File: src/rtl/assert_macros.svh
// Assertion shorthands shared by the RTL.
`ifndef ASSERT_MACROS_SVH
`define ASSERT_MACROS_SVH

// Same-cycle implication, disabled while reset is low.
`define ASSERT_IMPL(lbl, clk, rst_n, ante, cons) \
    lbl: assert property (@(posedge clk) disable iff (!(rst_n)) (ante) |-> (cons)) \
        else $error("assertion failed");

// Next-cycle implication, disabled while reset is low.
`define ASSERT_NEXT(lbl, clk, rst_n, ante, cons) \
    lbl: assert property (@(posedge clk) disable iff (!(rst_n)) (ante) |=> (cons)) \
        else $error("assertion failed");

`endif

File: src/rtl/cnlc_pkg.sv
package cnlc_pkg;

    localparam int NUM_W      = 63;            // binary card number width
    localparam int BCD_DIGITS = 19;            // decimal digits the input can hold
    localparam int BCD_W      = 4 * BCD_DIGITS;
    localparam int STEP_W     = $clog2(NUM_W); // step counter width
    localparam int CNT_W      = 5;             // digit count width

    // card classes
    localparam logic [1:0] CLS_INVALID = 2'd0;
    localparam logic [1:0] CLS_LEAD4   = 2'd1;
    localparam logic [1:0] CLS_LEAD5X  = 2'd2;
    localparam logic [1:0] CLS_LEAD3X  = 2'd3;

    // lengths
    localparam logic [CNT_W-1:0] LEN_13 = 5'd13;
    localparam logic [CNT_W-1:0] LEN_15 = 5'd15;
    localparam logic [CNT_W-1:0] LEN_16 = 5'd16;

    // leading digits
    localparam logic [3:0] DIG_1 = 4'd1;
    localparam logic [3:0] DIG_3 = 4'd3;
    localparam logic [3:0] DIG_4 = 4'd4;
    localparam logic [3:0] DIG_5 = 4'd5;
    localparam logic [3:0] DIG_7 = 4'd7;

    typedef enum logic [1:0] {
        S_IDLE,
        S_CONV,
        S_LUHN,
        S_FIN
    } t_state;

    typedef struct packed {
        logic load;    // capture a new card number
        logic conv;    // one double-dabble step
        logic luhn;    // one Luhn digit step
        logic finish;  // classify and load the output register
    } t_cmd;

    typedef struct packed {
        logic conv_last;
        logic luhn_last;
    } t_sts;

endpackage

File: src/rtl/cnlc_ctrl.sv
`include "assert_macros.svh"

module cnlc_ctrl (
    input  logic            i_clk,
    input  logic            i_rst_n,
    input  logic            i_in_valid,
    input  logic            i_out_stall,
    input  cnlc_pkg::t_sts  i_sts,
    output cnlc_pkg::t_cmd  o_cmd,
    output logic            o_in_stall,
    output logic            o_out_valid
);
    import cnlc_pkg::*;

    t_state r_state, n_state;
    logic   r_out_valid, n_out_valid;
    t_cmd   cmd;
    logic   out_free;

    assign out_free = !r_out_valid || !i_out_stall;

    always_comb begin
        n_state = r_state;
        unique case (r_state)
            S_IDLE: if (i_in_valid) n_state = S_CONV;
            S_CONV: if (i_sts.conv_last) n_state = S_LUHN;
            S_LUHN: if (i_sts.luhn_last) n_state = S_FIN;
            S_FIN:  if (out_free) n_state = S_IDLE;
            default: n_state = S_IDLE;
        endcase
    end

    always_comb begin
        cmd        = '0;
        o_in_stall = 1'b1;
        unique case (r_state)
            S_IDLE: begin
                o_in_stall = 1'b0;
                cmd.load   = i_in_valid;
            end
            S_CONV: cmd.conv   = 1'b1;
            S_LUHN: cmd.luhn   = 1'b1;
            S_FIN:  cmd.finish = out_free;
            default: cmd = '0;
        endcase
    end

    always_comb begin
        n_out_valid = r_out_valid;
        if (cmd.finish) begin
            n_out_valid = 1'b1;
        end else if (r_out_valid && !i_out_stall) begin
            n_out_valid = 1'b0;
        end
    end

    always_ff @(posedge i_clk) begin
        if (!i_rst_n) begin
            r_state     <= S_IDLE;
            r_out_valid <= 1'b0;
        end else begin
            r_state     <= n_state;
            r_out_valid <= n_out_valid;
        end
    end

    assign o_cmd       = cmd;
    assign o_out_valid = r_out_valid;

    `ASSERT_NEXT(a_out_hold, i_clk, i_rst_n, r_out_valid && i_out_stall, r_out_valid)
    `ASSERT_NEXT(a_fin_sets_valid, i_clk, i_rst_n, cmd.finish, r_out_valid && r_state == S_IDLE)
    `ASSERT_NEXT(a_conv_to_luhn, i_clk, i_rst_n, r_state == S_CONV && i_sts.conv_last, r_state == S_LUHN)
    `ASSERT_IMPL(a_stall_busy, i_clk, i_rst_n, r_state != S_IDLE, o_in_stall && !cmd.load)

endmodule

File: src/rtl/cnlc_dp.sv
module cnlc_dp #(
    parameter int MAX_DIGITS = 19
) (
    input  logic                     i_clk,
    input  logic                     i_rst_n,
    input  cnlc_pkg::t_cmd           i_cmd,
    input  logic [cnlc_pkg::NUM_W-1:0] i_card_number,
    output cnlc_pkg::t_sts           o_sts,
    output logic [1:0]               o_card_class,
    output logic                     o_luhn_ok,
    output logic [cnlc_pkg::CNT_W-1:0] o_digit_count
);
    import cnlc_pkg::*;

    logic [NUM_W-1:0]  r_bin;
    logic [BCD_W-1:0]  r_bcd, bcd_adj;
    logic [STEP_W-1:0] r_step;
    logic [3:0]        r_sum, r_prev, r_first, r_second;
    logic [CNT_W-1:0]  r_cnt;
    logic [1:0]        r_class;
    logic              r_ok;
    logic [CNT_W-1:0]  r_count_out;

    logic [3:0]        dig;
    logic [4:0]        dig_dbl, dig_use, sum_raw, sum_mod;
    logic              too_long, sum_zero;
    logic [1:0]        cls;

    // add-3 on every BCD digit of 5 or more before the shift
    always_comb begin
        for (int k = 0; k < BCD_DIGITS; k++) begin
            bcd_adj[4*k +: 4] = (r_bcd[4*k +: 4] >= 4'd5) ? r_bcd[4*k +: 4] + 4'd3
                                                           : r_bcd[4*k +: 4];
        end
    end

    assign o_sts.conv_last = i_cmd.conv && (r_step == STEP_W'(NUM_W - 1));
    assign o_sts.luhn_last = i_cmd.luhn && (r_step == STEP_W'(BCD_DIGITS - 1));

    // Luhn digit step, least significant digit first
    assign dig     = r_bcd[3:0];
    assign dig_dbl = (dig >= 4'd5) ? {dig, 1'b0} - 5'd9 : {dig, 1'b0};
    assign dig_use = r_step[0] ? dig_dbl : {1'b0, dig};
    assign sum_raw = {1'b0, r_sum} + dig_use;
    assign sum_mod = (sum_raw >= 5'd10) ? sum_raw - 5'd10 : sum_raw;

    // classification
    assign too_long = r_cnt > CNT_W'(MAX_DIGITS);
    assign sum_zero = r_sum == 4'd0;

    always_comb begin
        cls = CLS_INVALID;
        if (sum_zero && !too_long) begin
            if ((r_cnt == LEN_13 || r_cnt == LEN_16) && r_first == DIG_4) begin
                cls = CLS_LEAD4;
            end else if (r_cnt == LEN_16 && r_first == DIG_5
                         && r_second >= DIG_1 && r_second <= DIG_5) begin
                cls = CLS_LEAD5X;
            end else if (r_cnt == LEN_15 && r_first == DIG_3
                         && (r_second == DIG_4 || r_second == DIG_7)) begin
                cls = CLS_LEAD3X;
            end
        end
    end

    always_ff @(posedge i_clk) begin
        if (!i_rst_n) begin
            r_step <= '0;
        end else if (i_cmd.load || o_sts.conv_last) begin
            r_step <= '0;
        end else if (i_cmd.conv || i_cmd.luhn) begin
            r_step <= r_step + 1'b1;
        end
    end

    always_ff @(posedge i_clk) begin
        if (i_cmd.load) begin
            r_bin    <= i_card_number;
            r_bcd    <= '0;
            r_sum    <= '0;
            r_prev   <= '0;
            r_first  <= '0;
            r_second <= '0;
            r_cnt    <= '0;
        end else if (i_cmd.conv) begin
            r_bin <= {r_bin[NUM_W-2:0], 1'b0};
            r_bcd <= {bcd_adj[BCD_W-2:0], r_bin[NUM_W-1]};
        end else if (i_cmd.luhn) begin
            r_bcd  <= {4'd0, r_bcd[BCD_W-1:4]};
            r_sum  <= sum_mod[3:0];
            r_prev <= dig;
            if (dig != 4'd0) begin
                r_cnt    <= CNT_W'(r_step + 1'b1);
                r_first  <= dig;
                r_second <= r_prev;
            end
        end
    end

    always_ff @(posedge i_clk) begin
        if (i_cmd.finish) begin
            r_class     <= cls;
            r_ok        <= sum_zero && !too_long;
            r_count_out <= too_long ? CNT_W'(MAX_DIGITS) : r_cnt;
        end
    end

    assign o_card_class  = r_class;
    assign o_luhn_ok     = r_ok;
    assign o_digit_count = r_count_out;

endmodule

File: src/rtl/card_number_luhn_classifier_core.sv
// Card number classifier: takes one 63-bit unsigned card number per input
// beat and returns one result beat with the decimal digit count, the Luhn
// mod-10 flag and the card class (0 invalid, 1 leading 4 with 13 or 16
// digits, 2 leading 51..55 with 16 digits, 3 leading 34/37 with 15 digits;
// a nonzero class needs a passing Luhn sum). Numbers longer than MAX_DIGITS
// report MAX_DIGITS digits, Luhn fail, class 0. One item is worked at a
// time: an accept step, 63 double-dabble steps (one binary bit per cycle
// into the BCD register), 19 Luhn steps (one decimal digit per cycle) and
// a finish step that loads the output register and waits while an earlier
// result is still held under stall. The result beat turns valid on the edge
// that returns the block to idle, and the next card is accepted from idle.
// A new card number is taken as soon as the block is idle, even while the
// previous result still waits under stall; the new item then converts,
// runs the Luhn pass and then waits in S_FIN until that result leaves.
module card_number_luhn_classifier_core #(
    parameter int MAX_DIGITS = 19   // 16..19
) (
    input  logic                       i_clk,
    input  logic                       i_rst_n,
    // input channel
    input  logic                       i_valid,
    output logic                       o_stall,
    input  logic [cnlc_pkg::NUM_W-1:0] i_card_number,
    // result channel
    output logic                       o_valid,
    input  logic                       i_stall,
    output logic [1:0]                 o_card_class,
    output logic                       o_luhn_ok,
    output logic [cnlc_pkg::CNT_W-1:0] o_digit_count
);
    import cnlc_pkg::*;

    t_cmd cmd;   // controller -> datapath
    t_sts sts;   // datapath -> controller

    // sequencer: idle / convert / Luhn pass / finish
    cnlc_ctrl u_ctrl (
        .i_clk       (i_clk),
        .i_rst_n     (i_rst_n),
        .i_in_valid  (i_valid),
        .i_out_stall (i_stall),
        .i_sts       (sts),
        .o_cmd       (cmd),
        .o_in_stall  (o_stall),
        .o_out_valid (o_valid)
    );

    // binary-to-BCD shifter, Luhn accumulator, classifier, result register
    cnlc_dp #(
        .MAX_DIGITS (MAX_DIGITS)
    ) u_dp (
        .i_clk         (i_clk),
        .i_rst_n       (i_rst_n),
        .i_cmd         (cmd),
        .i_card_number (i_card_number),
        .o_sts         (sts),
        .o_card_class  (o_card_class),
        .o_luhn_ok     (o_luhn_ok),
        .o_digit_count (o_digit_count)
    );

endmodule
File: config.mk
export PLATFORM = sky130hd
export DESIGN_NAME = card_number_luhn_classifier_core
export DESIGN_NICKNAME = d
export VERILOG_FILES = /design/src/rtl/cnlc_pkg.sv /design/src/rtl/cnlc_ctrl.sv /design/src/rtl/cnlc_dp.sv /design/src/rtl/card_number_luhn_classifier_core.sv
export VERILOG_INCLUDE_DIRS = /design/src /design/src/rtl
export SDC_FILE = /design/constraint.sdc
export NUM_CORES = 1
export LEC_CHECK = 0
export ABC_AREA = 1
export BUFFER_PORTS_ARGS = -buffer_cell sky130_fd_sc_hd__buf_4
export CAP_MARGIN = 20
export CORE_AREA = 10 10 148 150
export DETAILED_ROUTE_END_ITERATION = 10
export DIE_AREA = 0 0 158 160
export GPL_ROUTABILITY_DRIVEN = 0
export HOLD_SLACK_MARGIN = 0.08
export PLACE_DENSITY = 0.67
export SLEW_MARGIN = 40
export SYNTH_ARGS = -nofsm -noshare
export SYNTH_HDL_FRONTEND = slang
export SYNTH_SLANG_ARGS = --single-unit
export TNS_END_PERCENT = 5
File: constraint.sdc
create_clock -name i_clk -period 6.41 [get_ports i_clk]
set_input_delay 0.3205 -clock i_clk [delete_from_list [all_inputs] [get_ports i_clk]]
set_output_delay 0.3205 -clock i_clk [all_outputs]
set_load 0.02 [all_outputs]
# Word level (Yosys, flattened, before mapping)
# Index checks and enable logic that the tools add are counted.
[word_totals]
reg_bits = 177
in_bits = 67
out_inout_bits = 10
elab_cells = 150
[op_classes]
n_addsub = 23
magnitude_cmp = 23
eq_ne = 17
muxes = 41
bitwise_logic = 3
reduce_logical = 29
[op_table]
columns = ["op", "count"]
rows = [
  ["76-bit 2-to-1 mux", 2],
  ["63-bit 2-to-1 mux", 2],
  ["4-bit by 3-bit >= comparator with 1-bit output (second input constant)", 19],
  ["4-bit 2-to-1 mux", 19],
  ["4-bit by 2-bit adder with 4-bit output (second input constant)", 18],
  ["4-bit by 3-bit equality test with 1-bit output (second input constant)", 4],
  ["2-bit 2-to-1 mux", 6],
  ["5-bit by 4-bit equality test with 1-bit output (second input constant)", 2],
  ["1-bit logical AND", 10],
  ["5-bit 2-to-1 mux", 2],
  ["1-bit 2-to-1 mux", 8],
  ["2-bit case mux with 4 select lines", 1],
  ["6-bit by 1-bit adder with 6-bit output (second input constant)", 1],
  ["6-bit by 5-bit equality test with 1-bit output (second input constant)", 1],
  ["6-bit equality test (second input constant)", 1],
  ["2-bit nonzero test", 3],
  ["4-bit by 5-bit adder with 5-bit output", 1],
  ["5-bit equality test (second input constant)", 1],
  ["5-bit by 4-bit >= comparator with 1-bit output (second input constant)", 1],
  ["5-bit > comparator (second input constant)", 1],
  ["1-bit logical OR", 5],
  ["5-bit by 4-bit subtractor with 5-bit output (second input constant)", 1],
  ["2-bit equality test (second input constant)", 2],
  ["4-bit by 2-bit equality test with 1-bit output (second input constant)", 1],
  ["17 further kinds", 24],
]

# Longest topological paths before layout
[logic_depth]
word_depth = 6
mapped_depth = 20
mapped_depth_nobuf = 20

# Hierarchy
# From an unflattened synthesis, not the netlist that was laid out.
[unflattened]
hier_cells = 1225
hier_area_um2 = 9404.0
[modules_own_cells]
columns = ["mod", "n_inst", "cells_per_inst", "area_each_um2", "seq_area_each_um2"]
rows = [
  ["cnlc_dp", 1, 1187, 9136.3, 4194.0],
  ["cnlc_ctrl", 1, 38, 267.8, 60.1],
]

# Worst setup path after synthesis
# Ideal clock, no wire load.
[synth_timing]
path_kind = "register -> register"
from = "reg u_ctrl.r_state[0]"
to = "reg u_dp.r_bin[0] (enable)"
setup_time_ns = 0.687
t_arrival_ns = 2.212
required_ns = 5.723
setup_slack_ns = 3.511
path_stages_with_launch = 6
path_buffers = 1
synth_period_minus_slack_ns = 2.899
cell_sequence = "dfxtp_1 > inv_1 > ha_1 > nand2_1 > clkbuf_1 > nand2_1"
[synth_via]
elab_chain_len = 3
word_cells_on_any_way = 5
classes_between = "eq/ne (1); mux (2); reduce/logical (2)"
[synth_rtl]
columns = ["item", "line", "text"]
rows = [
  ["from (decl)", "cnlc_ctrl.sv:15", "t_state r_state, n_state;"],
  ["from (signal assigned)", "cnlc_ctrl.sv:62", "r_state <= n_state;"],
  ["2-bit by 1-bit equality test with 1-bit output or 2-bit zero test (tied branches)", "cnlc_ctrl.sv:36", "unique case (r_state)"],
  ["1-bit 2-to-1 mux", "cnlc_ctrl.sv:36", ""],
  ["2-bit nonzero test (no line) (*)", "-", ""],
  ["to (signal assigned)", "cnlc_dp.sv:78", "r_bin <= i_card_number;"],
  ["to (signal assigned)", "cnlc_dp.sv:86", "r_bin <= {r_bin[NUM_W-2:0], 1'b0};"],
  ["to (decl)", "cnlc_dp.sv:15", "logic [NUM_W-1:0] r_bin;"],
]
# Mark *: on every way between the ends. The rest lies on a longest branch, timed or not.
# A chain may end at the register's enable or synchronous reset.

# Worst setup path in the final report
[layout_timing]
from = "reg u_ctrl.r_state[1]"
to = "reg u_dp.r_bin[0] (enable)"
# Same word-level chain as after synthesis.

==> results.md <==
- Total power: 0.005571 W
- Worst R2R Path Depth: 7
- Chip height: 160 microns
- Post-Synthesis Cells: 1148
- Initial antenna violation count: 0
- Complex-gate fraction of the synthesized area: 20.52%
- Overall Global Routing Usage: 16.13%
- Comb pwr share: 43.8%
- Reg-to-Reg Start: u_ctrl.r_state[1]
- Avg Inst Size Synth: 8.162 sq um
- Initial Util: 49.11%
- R2R setup slack: 3.17 ns
- Clock power share: 19.0%
- Setup crit end kind: flip-flop
- Post-synth top cells: nand2_1 (282), a21oi_1 (150), inv_1 (107)
- Post_cts resized: 0
- Pins Over Slew Limit: 0
- Part of the power in registers: 37.2%
- Hold Path Cell Cnt: 3
- Vias in the first global route: 7635
- Hold Buf Count CTS: 0
- Drc violations: 0
- Slew @ Worst Pin: 0.8049 ns
- Drt pass-1 iters: 5
- Tcrit/Tclk final: 50.56%
- Initial drt markers: 519
- Share of cells above drive strength 1: 11.12%
- Pint: 0.003217 W
- Xor and xnor area share after synthesis: 2.430%
- Final Setup Violations: 0
- WL/cell: 14.05 microns
- Status: complete, no violations
- Setup TNS: 0 ns
- # port buffers: 76
- Yosys top cell by area: edfxtp_1
- Fill cell count: 1757
- CTS Buffer Depth: 2
- CP max stage delay: 0.63 ns
- Synth Warn #: 0
- CP arrival: 3.31 ns
- CTS clk-pin slew, worst paths: 0.07 ns
- Hold Crit Class: in2reg
- Async set-reset flop share out of synthesis: 0%
- Post-Syn Nets: 1266
- Post-CTS Setup Repair Bufs: 0
- RSZ-0062 raised after global routing: no
- Util after Layout: 55.90%
- Crit-path slowest cell: buf_4
- Number of diodes: 0
- Global-route wire length before repair: 34720 microns
- Area grow syn2layout: 13.82%
- Endpoints failing hold: 0
- CP Data Required Time: 6.47 ns
- Fmax: 308.5 MHz
- Hold endpoint: u_ctrl.r_state[1]
- Post-layout min period: 3.241 ns
- Worst-skew pair later-pin latency: 0.43 ns
- Placement Rows: 51
- #FFs+latches synth: 177
- Ys flop type: dfxtp_1
- Crit start category: flip-flop
- CP Cell Sequence: inv_1 > ha_2 > buf_4 > inv_2 > buf_4 > nand2_2 > buf_4
- CP most frequent cell: buf_4
- Hold Startpoint: i_rst_n
- Peak VDD IR: 0.2349 mV
- Die width: 158 microns
- Unique masters post-synth: 39
- Yosys top cell area share: 22.75%
- Final Cell Area: 0.01067 sq mm
- Max Cap Viol: 0
- Final global-route overflow total: 0
- Core box area: 0.01908 sq mm
- Post-DP HPWL: 13200 microns
- Final WS setup: 3.169 ns
- Num ports: 77
- Synth Area in Adders: 6.890%
- Total CTS buffers: 17
- Most common cell in the synthesized netlist: nand2_1
- Combinational family with the most area after synthesis: compound AO/OA/AOI/OAI gates
- Nets@finish: 1310
- Number of flops mapped to enable cells by yosys: 71
- CTS tree: done
- Largest fanout on the critical path: 63
- Post-synthesis mux area share: 0%
- H-tree depth: 4
- Largest net degree at the start of global routing: 84
- Rel. slew slack: 46.34%
- Crit Path Class: reg2reg
- Sw Share: 42.25%
- Power per standard cell area: 522.4 mW/mm^2
- Post-synthesis sequential area ratio: 45.40%
- DP Area: 0.01004 sq mm
- Vias per cell: 5.405
- Routed Antenna Nets: 0
- Worst reg2reg endpoint: u_dp.r_bin[0]
- Total wire length: 20270 microns
- Switch Pwr: 0.002354 W
- Post-Synth Simple-Gate Area: 17.49%
- Leak: 4.447 nW
- Clock Skew: 0.006897 ns
- CTS sink cnt: 177
- Area contributors post-synth: edfxtp_1 (23%), dfxtp_1 (23%), nand2_1 (11%)
- Synthesized cell area: 0.009370 sq mm
- Die Area: 0.02528 sq mm
- Vias: 7800
- Clock root buffer: clkbuf_16
- DP Worst Slack: 3.197 ns
## cells in the final DEF (no fill, tap or decap), types with 3 or more instances in the layout
cell       instances
o211ai_1          16
inv_6              3
buf_4             83
nand4_1            5
o21ai_0           93
nand2_2            4
inv_2              3
or2_1             17
ha_1              49
edfxtp_1          71
nor2_1            29
dfxtp_1          106
inv_1            107
nor4_1             3
inv_8              4
a221oi_1          54
nand2_1          280
clkbuf_16         17
a21oi_1          149
clkinv_4           3
nor3_1             3
o21ai_1            4
nand3_1           47
xor2_1            24
## logic make-up after synthesis
| family | after synthesis |
|---|---|
| and+or+nand+nor | 395 |
| buffers and inverters | 171 |
| AOI/OAI and AO/OA | 328 |
| DFF | 177 |
| adders and majority gates | 51 |
| xor gates and xnor gates | 26 |
## power by group through the flow
stage               combinational [W]  sequential, W  clock [W]
floorplan                     0.00196        0.00201          0
global placement              0.00239        0.00208          0
detailed placement            0.00242        0.00209          0
CTS                           0.00244        0.00207    0.00107
global route                  0.00282        0.00213    0.00112
finish                        0.00244        0.00207    0.00106
## worst max path at each step
stage,cells after the start,slack [ns],endpoint,start
after floorplan,5,3.51,u_dp.r_bin[0],u_ctrl.r_state[0]
after global placement,7,3.21,u_dp.r_bin[27],u_ctrl.r_state[1]
after detailed placement,7,3.20,u_dp.r_bin[24],u_ctrl.r_state[1]
after CTS,7,3.18,u_dp.r_bin[52],u_ctrl.r_state[1]
after global routing,7,2.99,u_dp.r_bin[48],u_ctrl.r_state[1]
final,7,3.17,u_dp.r_bin[0],u_ctrl.r_state[1]
## cell type report
type / count / area [sq um] / share of cell area [%]
clock inverter: 14 / 165.2 / 1.549
multi-input combinational: 800 / 4447 / 41.69
clock buffer: 18 / 432.9 / 4.059
inverter: 112 / 425.4 / 3.989
sequential: 177 / 4254 / 39.89
tap: 238 / 297.8 / 2.792
timing repair buffer: 84 / 643.1 / 6.030
## flip-flops by register name (all words and copies together), names as in the netlist
name,count
u_dp.r_second,4
u_dp.r_cnt,5
u_dp.r_bin,63
u_ctrl.o_out_valid,1
u_dp.o_luhn_ok,1
u_ctrl.r_state,2
u_dp.r_first,4
u_dp.o_card_class,2
u_dp.r_bcd,76
u_dp.r_prev,4
u_dp.o_digit_count,5
u_dp.r_sum,4
u_dp.r_step,6
## metrics by stage
stage	hold slack [ns]	cells
6_report	0.1428	1443
5_1_grt	0.1320	1443
4_1_cts	0.1241	1442
3_5_place_dp	0.4499	1410
3_3_place_gp	0.4482	1410
2_1_floorplan	0.4378	1148
## metal layers
| metal | up-vias | part of all wire, % | global-route usage [%] | wire [microns] |
|---|---|---|---|---|
| li1 | 4034 | - | - | - |
| met1 | 3634 | 48 | 20.56 | 9777 |
| met2 | 121 | 46 | 25.90 | 9272 |
| met3 | 11 | 5.3 | 4.754 | 1065 |
| met4 | 0 | 0.76 | 4.507 | 155 |
| met5 | - | 0 | 0 | 0 |
## worst max-delay path: cells and delay by family, from the launching register on
kind | cells | cell delay [ns]
AND/OR/NAND/NOR | 1 | 0.13
adder cells (fa/ha/maj) | 1 | 0.18
buffers and inverters | 5 | 2.13
flip-flops | 1 | 0.33
Note: power is estimated with default switching activity, not from simulation.
